--- src/rtl/tts_ram.sv ---
// ----------------------------------------------------------------------------
// tts_ram
// Generic simple dual-port RAM, one write port, one registered read port.
// ----------------------------------------------------------------------------
`default_nettype none

module tts_ram #(
    parameter int WIDTH = 8,
    parameter int DEPTH = 16
) (
    input  wire logic                     clk,
    input  wire logic                     we,
    input  wire logic [$clog2(DEPTH)-1:0] waddr,
    input  wire logic [WIDTH-1:0]         wdata,
    input  wire logic [$clog2(DEPTH)-1:0] raddr,
    output logic      [WIDTH-1:0]         rdata
);

    logic [WIDTH-1:0] mem [DEPTH];
    logic [WIDTH-1:0] rdata_reg;

    always_ff @(posedge clk)
    begin
        if (we)
        begin
            mem[waddr] <= wdata;
        end
        rdata_reg <= mem[raddr];
    end

    assign rdata = rdata_reg;

endmodule

`default_nettype wire

--- config.mk ---
export PLATFORM = sky130hd
export DESIGN_NAME = tts_ram
export DESIGN_NICKNAME = d
export VERILOG_FILES = /design/src/rtl/tts_ram.sv
export SDC_FILE = /design/constraint.sdc
export NUM_CORES = 1
export LEC_CHECK = 0
export BUFFER_PORTS_ARGS = -buffer_cell sky130_fd_sc_hd__buf_2
export CORE_UTILIZATION = 40
export CTS_CLUSTER_SIZE = 30
export DETAILED_ROUTE_END_ITERATION = 8
export GPL_TIMING_DRIVEN = 0
export SLEW_MARGIN = 20
export SYNTH_ARGS = -nofsm -noshare
export SYNTH_HDL_FRONTEND = slang
export SYNTH_SLANG_ARGS = --single-unit
--- constraint.sdc ---
create_clock -name clk -period 4.7 [get_ports clk]
set_input_delay 0.705 -clock clk [delete_from_list [all_inputs] [get_ports clk]]
set_output_delay 0.705 -clock clk [all_outputs]
set_load 0.05 [all_outputs]
-- Word level (Yosys, flattened, before mapping)
Memories as Yosys holds them, arrays and structs flattened. A register that Yosys moved wholly into a read port is not among the register bits.
Cells that the tools add are included.
- multiplexer cells: 2
- operators with widths (kind ; count):
    $mux W1 ; 2
- logic and storage cells: 3
- memories: 1
- input port bits: 18
- bits in writable memories: 128
- register bits: 0
- memory list (name ; depth ; bits a word ; rd ports ; clocked after memory_dff ; wr ports ; RTL line ; RTL):
    mem ; 16 ; 8 ; 1 ; 1 ; 1 ; 19 ; logic [WIDTH-1:0] mem [DEPTH];

-- Logic depth before layout (Yosys ltp)
- word-level depth: 2
- depth in mapped cells: 5
- gate-level depth less buffers: 3

-- Least setup slack after synthesis
No wires, ideal clock.
- path kind: input -> register
- from: in waddr[2]
- to: mem mem[0][0] (enable)
- buffers on the path: 0
- required time: 4317 ps
- setup time: 383 ps
- stages on the path: 2
- data arrival time: 1815 ps
- path slack: 2502 ps
- cell sequence: or3b_2 > nor3_1
- RTL lines (element ; RTL line ; RTL):
    start: declaration ; 13 ; input wire logic [$clog2(DEPTH)-1:0] waddr,
    end: declaration ; 19 ;
Straight into the memory's write port.

-- Worst setup path after layout
- from: in waddr[2]
- to: mem mem[3][3] (enable)
Straight into the memory's write port.

==> run summary <==
initial antenna violation count -> 0
status -> finished, final reports clean
Rows -> 41
Max Slew Vio Count -> 0
Hold-fix buffers, CTS -> 0
number of global-route vias before repair -> 2,390
Placer Congestion -> 0.708
Die Span Y -> 115 um
max reg flops -> 128
Clock Tree Buf Depth -> 2
area grow syn2layout -> 17.8%
min Tclk post-route -> 2.02 ns
Cells after Synth -> 229
Detailed Routing Iterations Pass 1 -> 4
Core Util, Final -> 0.483
#FFs+latches synth -> 136
Rel. slew slack -> 0.401
Clock Tree Root -> clkbuf_16
total power -> 2.77 mW
Final Hold Viols -> 0
Ys Warns -> 0
Leak -> 2.00 nW
Core Area -> 0.0126 mm^2
hpwl dp -> 6.13 mm
Final nets -> 290
period utilisation layout -> 0.430
1st-iter DRT viols -> 252
crit path max fanout -> 8
Routed Wire Length -> 9.80 mm
path type of the worst min-delay path -> flop to flop
Avg WL per Cell -> 21.4 um
Worst-path clk slew -> 0.06 ns
first-pass GRT wire length -> 14.9 mm
routed vias/inst -> 5.20
Placement Setup Slack -> 2.24 ns
routed via count -> 2,378
grt ovf -> 0
Arr. time, crit path -> 2.06 ns
Power Dens Cells -> 456 mW/mm^2
critical path cell sequence -> buf_2 -> or3b_2 -> nor2_1
Max-Cap Viols -> 0
htree depth -> 4
Netlist cell types -> 19
layout cells sized above 1 -> 0.298
syn_nets -> 247
Starting Density -> 0.410
Synth Cell Area -> 0.00515 mm^2
clock skew -> 0.00557 ns
non-filler cells, final -> 457
Crit-path slowest cell -> nor2_1
Worst setup SP type -> input port
Routed Antenna Nets -> 0
DRC violations left -> 0
Die Wd -> 115 um
I/O pins -> 26
die area -> 0.0133 mm^2
clock sink total -> 136
post-cts sizing count -> 0
sequential share of the synthesized area -> 0.778
Num CTS Buffers -> 17
Fmax achieved -> 495 MHz
setup ws final -> 2.68 ns
CP required -> 4.74 ns
Worst Setup End Kind -> flop
Sequential Area -> 0.00400 mm^2
Skew-Pair Late Insertion Delay -> 0.41 ns
ant diodes -> 0
Max rail drop VDD -> 0.244 mV
measured slew at the worst slew-check pin -> 0.896 ns
GRT Overall Usage -> 0.168
Cells after DPL -> 425
WS Path Type -> input port to flop
setup TNS -> 0 ns
CTS tree -> yes
Fill cells -> 1,040
Setup violations, final -> 0
largest net degree at the start of global routing -> 17
Multi-input gate area -> 0.00108 mm^2
Mean Syn Cell Area -> 22.5 um^2
IO Port Bufs -> 24
Max stage delay on crit path -> 0.70 ns
RSZ-0062 raised after global routing -> false
setup bufs post-CTS -> 0
==> cells by family (layout without fill, tap and decap cells) <==
kind of cell | Yosys count | in the layout | share of synthesized area
AO/OA/AOI/OAI | 16 | 16 | 0.0233
buffers and inverters | 10 | 66 | 0.0168
flip-flops | 136 | 136 | 0.778
multiplexers | 32 | 32 | 0.150
AND/OR/NAND/NOR | 35 | 35 | 0.0318
==> path summary, 6_finish.rpt <==
| path | startpoint | end | slack, ns | depth (start not counted) |
|---|---|---|---|---|
| min | mem[8][2] | rdata[2] | 0.68 | 3 |
| min reg2reg | mem[8][2] | rdata[2] | 0.68 | 3 |
| max | waddr[2] | mem[3][3] | 2.68 | 3 |
| max reg2reg | mem[9][4] | rdata[4] | 3.30 | 3 |
==> area by class of cell <==
class / count / area share
buffer: 10 / 0.0142
clock buffer: 17 / 0.0701
clock inverter: 15 / 0.0225
multi-input combinational: 83 / 0.178
sequential: 136 / 0.660
tap: 172 / 0.0355
timing repair buffer: 24 / 0.0198
==> metrics by stage <==
stage / instance area [um^2] / hold slack [ns]
2_1_floorplan: 5150 / 0.629
4_1_cts: 6060 / 0.666
6_report: 6060 / 0.679
5_1_grt: 6060 / 0.669
3_5_place_dp: 5500 / 0.665
3_3_place_gp: 5480 / 0.659
==> cell usage in the layout, fill, tap and decap left out, drive strengths merged <==
| cell type | count |
|---|---|
| dfxtp | 8 |
| nand2 | 9 |
| and2b | 1 |
| nor2 | 13 |
| and2 | 1 |
| nand3b | 2 |
| nor3 | 4 |
| nand2b | 2 |
| a22oi | 16 |
| bufinv | 2 |
| clkdlybuf4s25 | 3 |
| buf | 31 |
| edfxtp | 128 |
| clkinv | 8 |
| clkbuf | 17 |
| nor2b | 1 |
| or3b | 1 |
| nand3 | 1 |
| mux4 | 32 |
| clkinvlp | 5 |
==> Yosys cell counts <==
cell type,instances,share of area
buf_4,1,0.0015
nand2_1,9,0.0066
mux4_1,14,0.071
mux4_2,18,0.079
buf_2,3,0.0029
nor2_1,13,0.0095
nor3_1,4,0.0039
nor2b_1,1,0.0012
buf_6,3,0.0066
nand3_1,1,0.00097
dfxtp_1,8,0.031
clkdlybuf4s25_2,3,0.0058
a22oi_1,16,0.023
and2b_1,1,0.0015
nand3b_1,2,0.0029
or3b_2,1,0.0017
nand2b_1,2,0.0024
and2_1,1,0.0012
edfxtp_1,128,0.75
==> worst max-delay path: cells and delay by family <==
kind / cells / cell delay, ns
AND/OR/NAND/NOR: 2 / 1.22
buffers and inverters: 1 / 0.12
==> power breakdown <==
group          switching (mW)  internal [mW]  leakage, nW
Sequential            0.00571           1.36         1.22
Combinational           0.103         0.0541        0.520
Clock                   0.481          0.768        0.261
Total                   0.589           2.18         2.00
==> layer usage <==
layer | GRT usage | share of wire | up-vias
li1 | - | - | 1059
met1 | 0.233 | 0.48 | 1258
met2 | 0.248 | 0.47 | 46
met3 | 0.0502 | 0.038 | 15
met4 | 0.0727 | 0.018 | 0
met5 | 0 | 0 | -
Power figures use the tool's default switching activity.
