<file path="src/rtl/tts_pkg.sv">
// ----------------------------------------------------------------------------
// tts_pkg
// Types and constants shared by the task table scheduler modules.
// ----------------------------------------------------------------------------
`default_nettype none

package tts_pkg;

    localparam int FUNC_W    = 2;
    localparam int PT_W      = 48;
    localparam int STATUS_W  = 3;
    localparam int TASK_ID_W = 11;
    localparam int SLOT_W    = 10;
    localparam int SST_W     = 2;

    typedef enum logic [FUNC_W-1:0] {
        FUNC_QUEUE    = 2'd0,
        FUNC_PREEMPT  = 2'd1,
        FUNC_FINISH   = 2'd2,
        FUNC_DISPATCH = 2'd3
    } func_t;

    typedef enum logic [STATUS_W-1:0] {
        STS_QUEUED     = 3'd0,
        STS_SWITCHED   = 3'd1,
        STS_NOT_RUN    = 3'd2,
        STS_FULL       = 3'd3,
        STS_NO_OTHER   = 3'd4,
        STS_IDLE       = 3'd5
    } status_t;

    typedef enum logic [SST_W-1:0] {
        SLOT_QUEUED   = 2'd0,
        SLOT_RUNNING  = 2'd1,
        SLOT_PAUSED   = 2'd2,
        SLOT_FINISHED = 2'd3
    } slot_st_t;

    typedef enum logic [1:0] {
        ST_IDLE,
        ST_SCAN,
        ST_START
    } fsm_state_t;

    typedef struct packed {
        func_t           func;
        logic [PT_W-1:0] page_table_addr;
    } request_t;

    typedef struct packed {
        status_t              status;
        logic [TASK_ID_W-1:0] task_id;
        logic [SLOT_W-1:0]    prev_slot;
        logic                 run_valid;
        logic [SLOT_W-1:0]    run_slot;
        logic [PT_W-1:0]      run_page_table;
    } response_t;

    typedef struct packed {
        logic hit;
        logic none;
    } scan_status_t;

endpackage

`default_nettype wire

</file>
<file path="src/rtl/tts_scan.sv">
// ----------------------------------------------------------------------------
// tts_scan
// Linear slot search: one state read issued and one slot checked per cycle while enabled and no hit is found.
// ----------------------------------------------------------------------------
`default_nettype none

module tts_scan #(
    parameter int MAX_TASKS = 1024
) (
    input  wire logic                              clk,
    input  wire logic                              rst_n,
    input  wire logic                              clear,
    input  wire logic                              enable,
    input  wire logic [$clog2(MAX_TASKS+1)-1:0]    count,
    input  wire logic                              allow_paused,
    input  wire logic                              use_skip,
    input  wire logic [$clog2(MAX_TASKS)-1:0]      skip_slot,
    input  wire logic [tts_pkg::SST_W-1:0]         rd_data,
    output logic      [$clog2(MAX_TASKS)-1:0]      rd_addr,
    output logic      [$clog2(MAX_TASKS)-1:0]      hit_slot,
    output tts_pkg::scan_status_t                  status
);

    localparam int IDX_W = $clog2(MAX_TASKS);
    localparam int CNT_W = $clog2(MAX_TASKS + 1);

    logic [CNT_W-1:0] rd_idx_reg, rd_idx_next;
    logic             chk_valid_reg, chk_valid_next;
    logic [IDX_W-1:0] chk_idx_reg, chk_idx_next;
    logic             issue;
    logic             match;
    logic             hit;

    // read data belongs to the slot issued in the previous cycle
    always_comb
    begin
        match = (rd_data == tts_pkg::SLOT_QUEUED)
             || (allow_paused && (rd_data == tts_pkg::SLOT_PAUSED));
        if (use_skip && (chk_idx_reg == skip_slot))
        begin
            match = 1'b0;
        end
    end

    assign hit   = enable && chk_valid_reg && match;
    assign issue = enable && !hit && (rd_idx_reg < count);

    always_comb
    begin
        rd_idx_next    = rd_idx_reg;
        chk_valid_next = chk_valid_reg;
        chk_idx_next   = chk_idx_reg;
        if (clear)
        begin
            rd_idx_next    = '0;
            chk_valid_next = 1'b0;
        end
        else if (enable && !hit)
        begin
            chk_valid_next = issue;
            if (issue)
            begin
                chk_idx_next = rd_idx_reg[IDX_W-1:0];
                rd_idx_next  = rd_idx_reg + CNT_W'(1);
            end
        end
    end

    always_ff @(posedge clk or negedge rst_n)
    begin
        if (!rst_n)
        begin
            rd_idx_reg    <= '0;
            chk_valid_reg <= 1'b0;
            chk_idx_reg   <= '0;
        end
        else
        begin
            rd_idx_reg    <= rd_idx_next;
            chk_valid_reg <= chk_valid_next;
            chk_idx_reg   <= chk_idx_next;
        end
    end

    assign rd_addr     = rd_idx_reg[IDX_W-1:0];
    assign hit_slot    = chk_idx_reg;
    assign status.hit  = hit;
    assign status.none = enable && !hit && (rd_idx_reg == count);

endmodule

`default_nettype wire
</file>
<file path="config.mk">
export PLATFORM = sky130hd
export DESIGN_NAME = tts_scan
export DESIGN_NICKNAME = d
export VERILOG_FILES = /design/src/rtl/tts_pkg.sv /design/src/rtl/tts_scan.sv
export SDC_FILE = /design/constraint.sdc
export NUM_CORES = 1
export LEC_CHECK = 0
export ABC_AREA = 1
export BUFFER_PORTS_ARGS = -buffer_cell sky130_fd_sc_hd__buf_2
export CAP_MARGIN = 20
export CORE_MARGIN = 2
export CORE_UTILIZATION = 40
export CTS_CLUSTER_DIAMETER = 50
export DETAILED_ROUTE_END_ITERATION = 12
export PLACE_DENSITY = 0.72
export SLEW_MARGIN = 15
export SYNTH_ARGS = -nofsm -noshare
export SYNTH_HDL_FRONTEND = slang
export SYNTH_SLANG_ARGS = --single-unit
</file>
<file path="constraint.sdc">
create_clock -name clk -period 2.7 [get_ports clk]
set_clock_uncertainty 0.2 [all_clocks]
set_input_delay 0.135 -clock clk [delete_from_list [all_inputs] [get_ports clk]]
set_output_delay 0.135 -clock clk [all_outputs]
set_load 0.1 [all_outputs]
</file>
# --- Yosys cells after proc, flatten, opt, wreduce, memory -nomap -nowiden ---
# Index checks and enable logic that the tools add are counted.
word_totals:
  ff_bits: 22
  out_inout_bits: 22
  elab_cells: 29
op_classes:
  addsub: 1
  order_cmp: 1
  n_eq_ne: 3
  muxes: 6
  n_bitwise: 1
  n_reduce_logical: 14
op_table:
  columns: ["op", "n"]
  rows:
  - ["11-bit 2-to-1 mux", 3]
  - ["11-bit by 1-bit adder with 11-bit output (second input constant)", 1]
  - ["11-bit equality test", 1]
  - ["11-bit less-than comparator", 1]
  - ["10-bit equality test", 1]
  - ["1-bit logical AND", 7]
  - ["2-bit nonzero test", 2]
  - ["1-bit 2-to-1 mux", 3]
  - ["3-bit AND reduction", 1]
  - ["2-bit equality test (second input constant)", 1]
  - ["2-bit logical NOT", 1]
  - ["2-bit AND reduction", 1]
  - ["1-bit logical NOT", 1]
  - ["1-bit logical OR", 1]
  - ["1-bit NOT", 1]

# --- Depth between registers and ports, before layout ---
# Gate-level depths: netlist (run 1).
logic_depth:
  ltp_word: 11
  ltp_mapped: 12

# --- Worst setup path after synthesis (run 1) ---
# No wires, ideal clock.
synth_path:
  path_kind: "flip-flop to output port"
  from: "register chk_idx_reg[0], in the netlist hit_slot[0]"
  to: "output status[0] (netlist bit)"
  t_arrival_ps: 3644
  t_required_ps: 2365
  setup_slack_ps: -1279
  stages_incl_launch_ff: 8
  n_path_buf: 0
  cell_sequence: "dfrtp_1 -> xnor2_1 -> nand2_1 -> nor2_4 -> nand3_2 -> nand2_1 -> inv_1 -> nor3_1"
synth_rtl:
  columns: ["item", "line_no", "source"]
  rows:
  - ["from (decl)", "tts_scan.sv:29", "logic [IDX_W-1:0] chk_idx_reg, chk_idx_next;"]
  - ["from (signal assigned)", "tts_scan.sv:81", "chk_idx_reg <= chk_idx_next;"]
  - ["to (decl)", "tts_scan.sv:21", "output tts_pkg::scan_status_t status"]

==> results of run 1 <==
[cell usage in the layout, fill, tap and decap left out, drive strengths merged]
cell type    instances
bufinv               1
dfrtp               22
nor3b                1
dlygate4sd3          1
ha                  12
a21boi               1
o21a                 1
xnor2                5
or2                  1
inv                 37
a21oi                5
a21o                 1
clkbuf               3
nor2                17
xor2                 4
nand4               19
nor3                 5
clkinv               1
buf                 55
nand2               85
o21ai                3
nand3               15
[worst paths after layout]
kind,startpoint,end,slack [ps],cells after the start
max in group asynchronous,rst_n,hit_slot[8]$_DFFE_PN0P_,1750,2
worst max-delay path,rd_idx_reg[6]$_DFFE_PN0P_,status[0],310,6
worst min register to register,hit_slot[1]$_DFFE_PN0P_,hit_slot[1]$_DFFE_PN0P_,320,2
worst min-delay path,clear,rd_idx_reg[3]$_DFFE_PN0P_,20,4
min in group asynchronous,rst_n,rd_idx_reg[3]$_DFFE_PN0P_,170,2
worst max register to register,rd_idx_reg[6]$_DFFE_PN0P_,rd_idx_reg[9]$_DFFE_PN0P_,450,10
[per-stage QoR]
step | setup slack (ps) | total power [uW] | util [%] | area [sq um]
3_5_place_dp | 479 | 530 | 46.8 | 2040
2_1_floorplan | 223 | 487 | - | 1820
6_report | 306 | 833 | 48.7 | 2120
3_3_place_gp | 528 | 528 | 46.8 | 2040
4_1_cts | 293 | 843 | 48.7 | 2120
5_1_grt | 132 | 873 | 48.7 | 2120
[cells by family (layout without fill, tap and decap cells)]
family	count (synthesis)	after routing	share of synthesized area (%)
compound gates	11	11	4.11
xor+xnor	9	9	4.38
fa+ha+maj	12	12	8.35
buf+inv	56	98	15.5
flops	22	22	30.6
simple gates	143	143	37.0
[cell type report]
type                    count  area, sq um
inverters                  38          143
clock buffers               3         41.3
well taps                  52         65.1
flip-flops and latches     22          563
clock inverters             1         30.0
repair buffers             56          298
fillers                   431         2230
multi-input cells         175          980
[per-layer routing]
layer	wire length (um)	vias to the layer above	GRT usage (%)
met5	0	-	0
met4	18	0	2.73
met3	272	2	3.99
met2	1910	65	27.0
met1	1860	765	23.3
li1	-	876	-
[Yosys cell counts]
| cell | instances | share of area [%] |
|---|---|---|
| o21ai_1 | 1 | 0.28 |
| buf_6 | 3 | 1.9 |
| clkinv_1 | 1 | 0.21 |
| a21oi_4 | 1 | 0.90 |
| nand4_1 | 18 | 6.3 |
| a21o_1 | 1 | 0.42 |
| or2_0 | 1 | 0.35 |
| inv_1 | 37 | 7.7 |
| o21ai_0 | 2 | 0.56 |
| nor2_4 | 2 | 1.3 |
| a21oi_1 | 4 | 1.1 |
| nand3_2 | 2 | 1.1 |
| nor2_2 | 2 | 0.70 |
| nand2_1 | 84 | 18 |
| buf_2 | 4 | 1.1 |
| xnor2_1 | 5 | 2.4 |
| nand2_2 | 1 | 0.35 |
| o21a_1 | 1 | 0.42 |
| xor2_1 | 4 | 1.9 |
| nor3b_1 | 1 | 0.42 |
| nor2_1 | 13 | 2.7 |
| a21boi_1 | 1 | 0.42 |
| nand3_1 | 13 | 3.6 |
| dfrtp_1 | 22 | 31 |
| buf_4 | 11 | 4.6 |
| ha_1 | 12 | 8.4 |
| nor3_1 | 4 | 1.1 |
| nor3_4 | 1 | 0.90 |
| nand4_2 | 1 | 0.70 |
[power by group through the flow]
stage / clock network (uW) / registers [uW] / logic (uW)
2_1_floorplan: 0 / 383 / 104
3_3_place_gp: 0 / 355 / 172
3_5_place_dp: 0 / 356 / 175
4_1_cts: 318 / 349 / 176
5_1_grt: 329 / 351 / 193
6_report: 310 / 349 / 174
[timing repair]
item | in CTS | in global routing
setup buffers | 0 | 0
hold endpoints to repair | 22 | 0
hold buffers | 1 | 0
setup endpoints to repair | 0 | 0
[worst max-delay path, stage by stage (launching register included)]
cell and delay (ps):
dfrtp_1 490, ha_1 340, nand2_1 70, nor2_1 140, nand4_1 170, nor3_4 130, buf_2 440
==> flow_metrics.tcl, run 1 <==
set metrics [dict create \
    status "finished, final reports clean" \
    crit_fanout 7 \
    relSlewSlack_pct 65.9 \
    rsz0062_at_grt "no" \
    required_ps 2370 \
    vias 1708 \
    hold_viol 0 \
    largest_reg_flops 11 \
    layout.nets 337 \
    synthDistinctLibCells 29 \
    syn-cell-area_sq_um 1800 \
    dieArea_sq_um 5050 \
    numCtsBuffers 3 \
    die_h_um 71.0 \
    internal_power_uw 584 \
    power.switching_uw 250 \
    layout-drive-gt1-share_pct 27.1 \
    ys_ff_latch 22 \
    leakage_uw 0.00122 \
    peakVddDrop_mv 0.343 \
    min_path_type "primary input to flop" \
    clkPwrFrac_pct 37.2 \
    drt_first_pass_iters 5 \
    grt_pass1_wl_um 6780 \
    cap_violations 0 \
    grt_pass1_vias 1496 \
    cp_data_arrival_time_ps 2060 \
    wl_per_cell_um 11.7 \
    hpwlAfterDp_um 3140 \
    fin_tns_setup_ps 0 \
    antenna_found_initial 0 \
    path_class "flop to output port" \
    period_needed_ps 2390 \
    timing.fmax_mhz 418 \
    syn_nets 294 \
    overflow 0 \
    setup-violations-final 0 \
    n_antenna_cell 0 \
    synthCells 253 \
    vias_per_cell 4.92 \
    wl_um 4060 \
    die_x_um 71.0 \
    cts_max_level 1 \
    area_growth_pct 17.9 \
    crit_path_start_kind "flop" \
    layoutNonFillerInstCount 347 \
    io_buffer_count 50 \
    holdWs_ps 19.4 \
    clk-insertion-delay-late_ps 270 \
    fin_crit_sh_pct 88.7 \
    root_buffer "clkbuf_8" \
    synth.avg_cell_area_sq_um 7.11 \
    tightest_slew_ps 512 \
    num_rows 24 \
    cp-end-kind "output port" \
    cts-resized-gates 0 \
    slew_viol_final 0 \
    yosysWarnings 0 \
    cts_tree "built" \
    switching_share_pct 30.0 \
    seq_power_share_pct 41.9 \
    clk_pin_slew_ps 80 \
    clkSinkCount 22 \
    ys_seq_area_share_pct 30.6 \
    fp.coreArea_sq_um 4350 \
    power_density_nw_per_um2 393 \
    gp_congestion 0.855 \
    drc 0 \
    initial_core_util_pct 41.3 \
    ant_nets 0 \
    comb_power_share_pct 20.9 \
    clock_path_buffers 2 \
    grt_max_degree 23 \
    dp_cells 342 \
    ioPinCount 51 \
    grt_use_total_pct 16.7 \
    drt_iter0_markers 69 \
]
Power figures use the tool's default switching activity.
==> inputs of run 2 (changes only) <==
- ABC_AREA: 1 -> default
- PLACE_DENSITY: 0.72 -> 0.74
==> run 2 against run 1 <==
  * Wire length decreased by 20%
  * Synthesized area decreased by 19%
  * Register-to-register slack got worse by 250 ps
  * Clock power decreased by 17%
  * Count of clock-buffer cells in the layout unchanged
  * Design area decreased by 13%
  * Largest power group unchanged
  * Non-clock buffer count increased by 8
  * Sequential share of layout area increased by 3.9 points
  * Critical path depth increased by 3
  * Combinational power increased by 9%
==> flow_metrics.tcl, run 2 <==
set metrics [dict create \
    initial_core_util_pct 42.5 \
    io_buffer_count 50 \
    design_area_sq_um 1850 \
    slew_viol_final 0 \
    synthDistinctLibCells 30 \
    syn-cell-area_sq_um 1450 \
    ant_nets 0 \
    die_h_um 64.2 \
    layout_setup_ws_ps 196 \
    rsz0062_at_grt "no" \
    critPathLaunch "rd_idx_reg[10]$_DFFE_PN0P_" \
    dieArea_sq_um 4120 \
    cap_violations 0 \
    vias 1231 \
    crit_path_start_kind "flop" \
    cts_tree "built" \
    gp_congestion 0.797 \
    dpl_worst_slack_ps 161 \
    required_ps 2710 \
    ys_seq_area_share_pct 38.0 \
    placement.cell_area_sq_um 1750 \
    syn_nets 194 \
    root_buffer "clkbuf_4" \
    clock_path_buffers 2 \
    synthSimpleGateAreaFrac_pct 15.0 \
    area_growth_pct 27.4 \
    synth_fa_ha_area_share_pct 10.4 \
    grt_pass1_wl_um 5400 \
    die_x_um 64.2 \
    yosysWarnings 0 \
    layout-drive-gt1-share_pct 43.5 \
    mostFrequentLayoutCells "buf_2, inv_1" \
    synth_top_area_share_pct 38.0 \
    clkSinkCount 22 \
    yosys_most_used_dff "dfrtp_1" \
    fill_cells 324 \
    synth_area_leaders "dfrtp_1, ha_1, mux2_2" \
    synth_commonest_cells "dfrtp_1, inv_1, a21oi_1, ha_1" \
    path_class "flop to flop" \
    fin_total_pwr_uw 798 \
    cp-end-kind "flop" \
    period_needed_ps 2500 \
    clk-insertion-delay-late_ps 310 \
    drt_first_pass_iters 4 \
    setup-violations-final 0 \
    leakage_uw 0.000958 \
    grt_max_degree 23 \
    synth_top_family_by_area "simple AND/OR/NAND/NOR gates" \
    synth_compound_area_share_pct 11.6 \
    min_from "enable" \
    async_flop_share_pct 100 \
    numCtsBuffers 3 \
    synth-xor-area-share_pct 6.64 \
    peakVddDrop_mv 0.361 \
    layout_commonest_cell "buf_2" \
    drc 0 \
    clk_pin_slew_ps 130 \
    hpwlAfterDp_um 2540 \
    min_path_type "primary input to flop" \
    largest_reg_flops 11 \
    holdWs_ps 31.0 \
    cts-resized-gates 0 \
    overflow 0 \
    crit_fanout 10 \
    synth_edf_count 0 \
    n_antenna_cell 0 \
    cp_data_arrival_time_ps 2520 \
    fin_crit_sh_pct 92.7 \
    drt_iter0_markers 42 \
    layout.nets 249 \
    fp.coreArea_sq_um 3420 \
    grt_use_total_pct 16.8 \
    synthCells 153 \
    synth.most_common_cell "dfrtp_1" \
    crit-reg2reg-launch "rd_idx_reg[10]$_DFFE_PN0P_" \
    yosysTopAreaCell "dfrtp_1" \
    fin_tns_setup_ps 0 \
    tightest_slew_ps 487 \
    power_density_nw_per_um2 432 \
    timing.fmax_mhz 399 \
    wl_um 3260 \
    ys_ff_latch 22 \
    ioPinCount 51 \
    cts_max_level 1 \
    status "finished, final reports clean" \
    vias_per_cell 4.87 \
    muxShareOfSynthArea_pct 8.46 \
    grt_pass1_vias 1171 \
    relSlewSlack_pct 67.5 \
    wl_per_cell_um 12.9 \
    hold_viol 0 \
    synth.avg_cell_area_sq_um 9.48 \
    antenna_found_initial 0 \
    num_rows 21 \
]
==> run 2: cell count changes in the layout (fill, tap and decap cells not counted), moves of 10 or more <==
| cell | change |
|---|---|
| nand2_1 | -76 |
| inv_1 | -24 |
| nand4_1 | -14 |
| mux2_2 | +10 |
==> run 2: critical path: stages (launching register included) <==
cell     delay [ps]
dfrtp_1         420
ha_1            290
and3_1          200
nand3_1         150
o21a_1          150
nand4_1         180
buf_4           210
nor2_2           60
buf_4           190
mux2_2          340
==> run 2: timing repair <==
action | 4_1_cts | 5_1_grt
endpoints found under the hold margin | 34 | 0
setup endpoints to repair | 0 | 4
hold buffers | 2 | 0
buffers inserted | 0 | 3
==> run 2: where the power goes <==
| group | total, uW | internal, uW | switching (uW) |
|---|---|---|---|
| clock | 257 | 150 | 107 |
| combinational | 190 | 61.2 | 129 |
| sequential | 351 | 340 | 10.7 |
| total | 798 | 552 | 247 |
==> run 2: cell families (layout without fill, tap and decap cells) <==
kind of cell	after synthesis	count (layout)
AO/OA/AOI/OAI	29	29
XOR/XNOR	11	11
adder cells (fa/ha/maj)	12	12
buffers and inverters	27	81
flip-flops	22	22
multiplexers	11	11
AND/OR/NAND/NOR	41	41
==> run 2: worst paths after layout <==
check                                            end  slack [ps]  cells after the start
max in group asynchronous    hit_slot[9]$_DFFE_PN0P_        1850                      2
setup / recovery             hit_slot[5]$_DFFE_PN0P_         200                      9
hold reg to reg              hit_slot[6]$_DFFE_PN0P_         360                      1
setup reg to reg             hit_slot[5]$_DFFE_PN0P_         200                      9
hold / removal             chk_valid_reg$_DFFE_PN0P_          30                      4
min in group asynchronous    hit_slot[3]$_DFFE_PN0P_         100                      2
==> run 2: stage by stage <==
stage	utilization [%]	cells
detailed placement	51.3	244
global placement	51.3	244
finish	54.1	253
floorplan	-	153
CTS	53.4	250
global route	54.1	253
==> run 2: cell type report <==
cell class              instances  area (sq um)  area share [%]
multi-input cells             104           766            41.4
repair buffers                 64           360            19.5
inverters                      13          48.8            2.64
flip-flops and latches         22           563            30.5
clock inverters                 1          30.0            1.62
clock buffers                   3          22.5            1.22
well taps                      46          57.6            3.11
==> run 2: layer usage <==
layer,vias up,global-route usage (%),routed length (um)
met5,-,0,0
met4,0,3.72,20
met3,2,3.87,127
met2,28,27.6,1630
met1,567,22.4,1480
li1,634,-,-
==> inputs of run 3 (changes only) <==
- CTS_BUF_LIST: default -> sky130_fd_sc_hd__clkbuf_8
- SLEW_MARGIN: 15 -> default
==> run 3 against run 2 <==
  * Design area rose by 0.47%
  * Sequential share of layout area fell by 0.14 points
  * Sequential power barely moved
  * Setup slack got worse by 28 ps
  * Register-to-register slack got worse by 30 ps
  * Wire length fell by 0.49%
  * Via count rose by 1.2%
  * First-iteration DRC count fell by 21%
  * Largest power group unchanged
==> flow_metrics.tcl, run 3 (synthesis results as in run 2) <==
set metrics [dict create \
    dieArea_sq_um 4120 \
    path_delay_family "simple AND/OR/NAND/NOR gates" \
    cts-resized-gates 0 \
    setup-violations-final 0 \
    layoutNonFillerInstCount 252 \
    status "finished, final reports clean" \
    grt_max_degree 23 \
    min_path_type "primary input to flop" \
    wl_um 3240 \
    crit_path_max_incr_delay_ps 400 \
    fin_tns_setup_ps 0 \
    layout-drive-gt1-share_pct 43.7 \
    ant_nets 0 \
    required_ps 2650 \
    min_path_cells 2 \
    clkSinkCount 22 \
    rsz0062_at_grt "no" \
    clock_path_buffers 2 \
    drt_iter0_markers 33 \
    die_x_um 64.2 \
    cp-end-kind "flop" \
    cp_data_arrival_time_ps 2480 \
    grt_use_total_pct 16.8 \
    clk-insertion-delay-late_ps 260 \
    grt_pass1_wl_um 5440 \
    vias 1246 \
    reg2reg_to "hit_slot[3]$_DFFE_PN0P_" \
    root_buffer "clkbuf_8" \
    io_buffer_count 50 \
    layout_commonest_cell "buf_2" \
    tightest_slew_ps 486 \
    timing.fmax_mhz 395 \
    cpMaxStageDelayCell "dfrtp_1" \
    die_h_um 64.2 \
    slew_viol_final 0 \
    crit-reg2reg-launch "rd_idx_reg[10]$_DFFE_PN0P_" \
    leakage_uw 0.000961 \
    dpl_worst_slack_ps 161 \
    holdWs_ps 22.6 \
    hpwlAfterDp_um 2540 \
    ff2ff_path_depth 9 \
    numCtsBuffers 3 \
    drc 0 \
    largest_reg_flops 11 \
    crit_path_start_kind "flop" \
    drt_first_pass_iters 4 \
    grt_pass1_vias 1184 \
    cts_tree "built" \
    layout.nets 248 \
    gp_congestion 0.797 \
    peakVddDrop_mv 0.455 \
    whs_endpoint "rd_idx_reg[1]$_DFFE_PN0P_" \
    dp_cells 244 \
    period_needed_ps 2530 \
    met3WireLength_um 192 \
    fp.coreArea_sq_um 3420 \
    cap_violations 0 \
    path_common_cell "buf_4" \
    reg2reg_slack_ps 170 \
    area_growth_pct 28.0 \
    wl_met1_um 1400 \
    relSlewSlack_pct 67.6 \
    path_cells "ha_1 -> and3_1 -> nand3_1 -> o21a_1 -> nand4_1 -> buf_4 -> nor2_2 -> buf_4 -> mux2_2" \
    path_class "flop to flop" \
    vias_per_cell 4.94 \
    clk_pin_slew_ps 80 \
    overflow 0 \
    path_buf_inv 2 \
    wl_per_cell_um 12.9 \
    num_rows 21 \
    topRoutingLayerUsed "met4" \
    n_antenna_cell 0 \
    crit_fanout 10 \
    mostFrequentLayoutCells "buf_2, inv_1" \
    power_density_nw_per_um2 457 \
    layout_setup_ws_ps 168 \
    cts_max_level 1 \
    min_from "clear" \
    dr_wl_met2_um 1630 \
    antenna_found_initial 0 \
    hold_viol 0 \
    initial_core_util_pct 42.5 \
    fin_crit_sh_pct 93.8 \
    ioPinCount 51 \
]
-- run 3: changes by cell type in the layout (fill, tap and decap cells not counted), sizes merged --
cell | before | now
dlygate4sd3 | 2 | 1
-- run 3: per-stage QoR --
stage | instance area, sq um | total power, uW | util (%)
after floorplan | 1470 | 491 | -
after global routing | 1860 | 882 | 54.4
after detailed placement | 1750 | 541 | 51.3
after global placement | 1750 | 539 | 51.3
after CTS | 1830 | 851 | 53.7
final | 1860 | 848 | 54.4
-- run 3: power by group --
| part | switching (uW) | internal (uW) | total (uW) |
|---|---|---|---|
| logic | 128 | 60.2 | 189 |
| clock network | 111 | 198 | 308 |
| registers | 10.8 | 340 | 351 |
-- run 3: routing by layer --
layer  vias up  GRT usage (%)
met5         -              0
met3         2           3.87
met4         0           2.13
met2        40           28.3
li1        633              -
met1       571           22.5
-- run 3: worst max path at each step --
stage                                            end  slack [ps]                        from  cells after the start
after global routing         hit_slot[4]$_DFFE_PN0P_          20  rd_idx_reg[10]$_DFFE_PN0P_                      9
after floorplan                            status[0]         230     hit_slot[4]$_DFFE_PN0P_                      5
final                        hit_slot[3]$_DFFE_PN0P_         170  rd_idx_reg[10]$_DFFE_PN0P_                      9
after detailed placement  rd_idx_reg[10]$_DFFE_PN0P_         160  rd_idx_reg[10]$_DFFE_PN0P_                      8
after CTS                 rd_idx_reg[10]$_DFFE_PN0P_         160  rd_idx_reg[10]$_DFFE_PN0P_                      8
after global placement     rd_idx_reg[3]$_DFFE_PN0P_         270  rd_idx_reg[10]$_DFFE_PN0P_                      8
-- run 3: layout make-up --
class	count	area, sq um
clock inverter	1	30.0
inverter	13	48.8
multi-input combinational	104	766
timing repair buffer	63	350
sequential	22	563
clock buffer	3	41.3
tap	46	57.6
fill	320	1560
-- run 3: worst register-to-register path, cell delays in order, from the launching register on --
cell     delay, ps
dfrtp_1        400
ha_1           290
and3_1         200
nand3_1        160
o21a_1         160
nand4_1        190
buf_4          230
nor2_2          70
buf_4          190
mux2_2         340
-- run 3: what timing repair did --
action                                  CTS  global route
endpoints found under the hold margin    22             0
endpoints found under the setup margin    0             4
hold buffers                              1             0
buffers inserted                          0             3
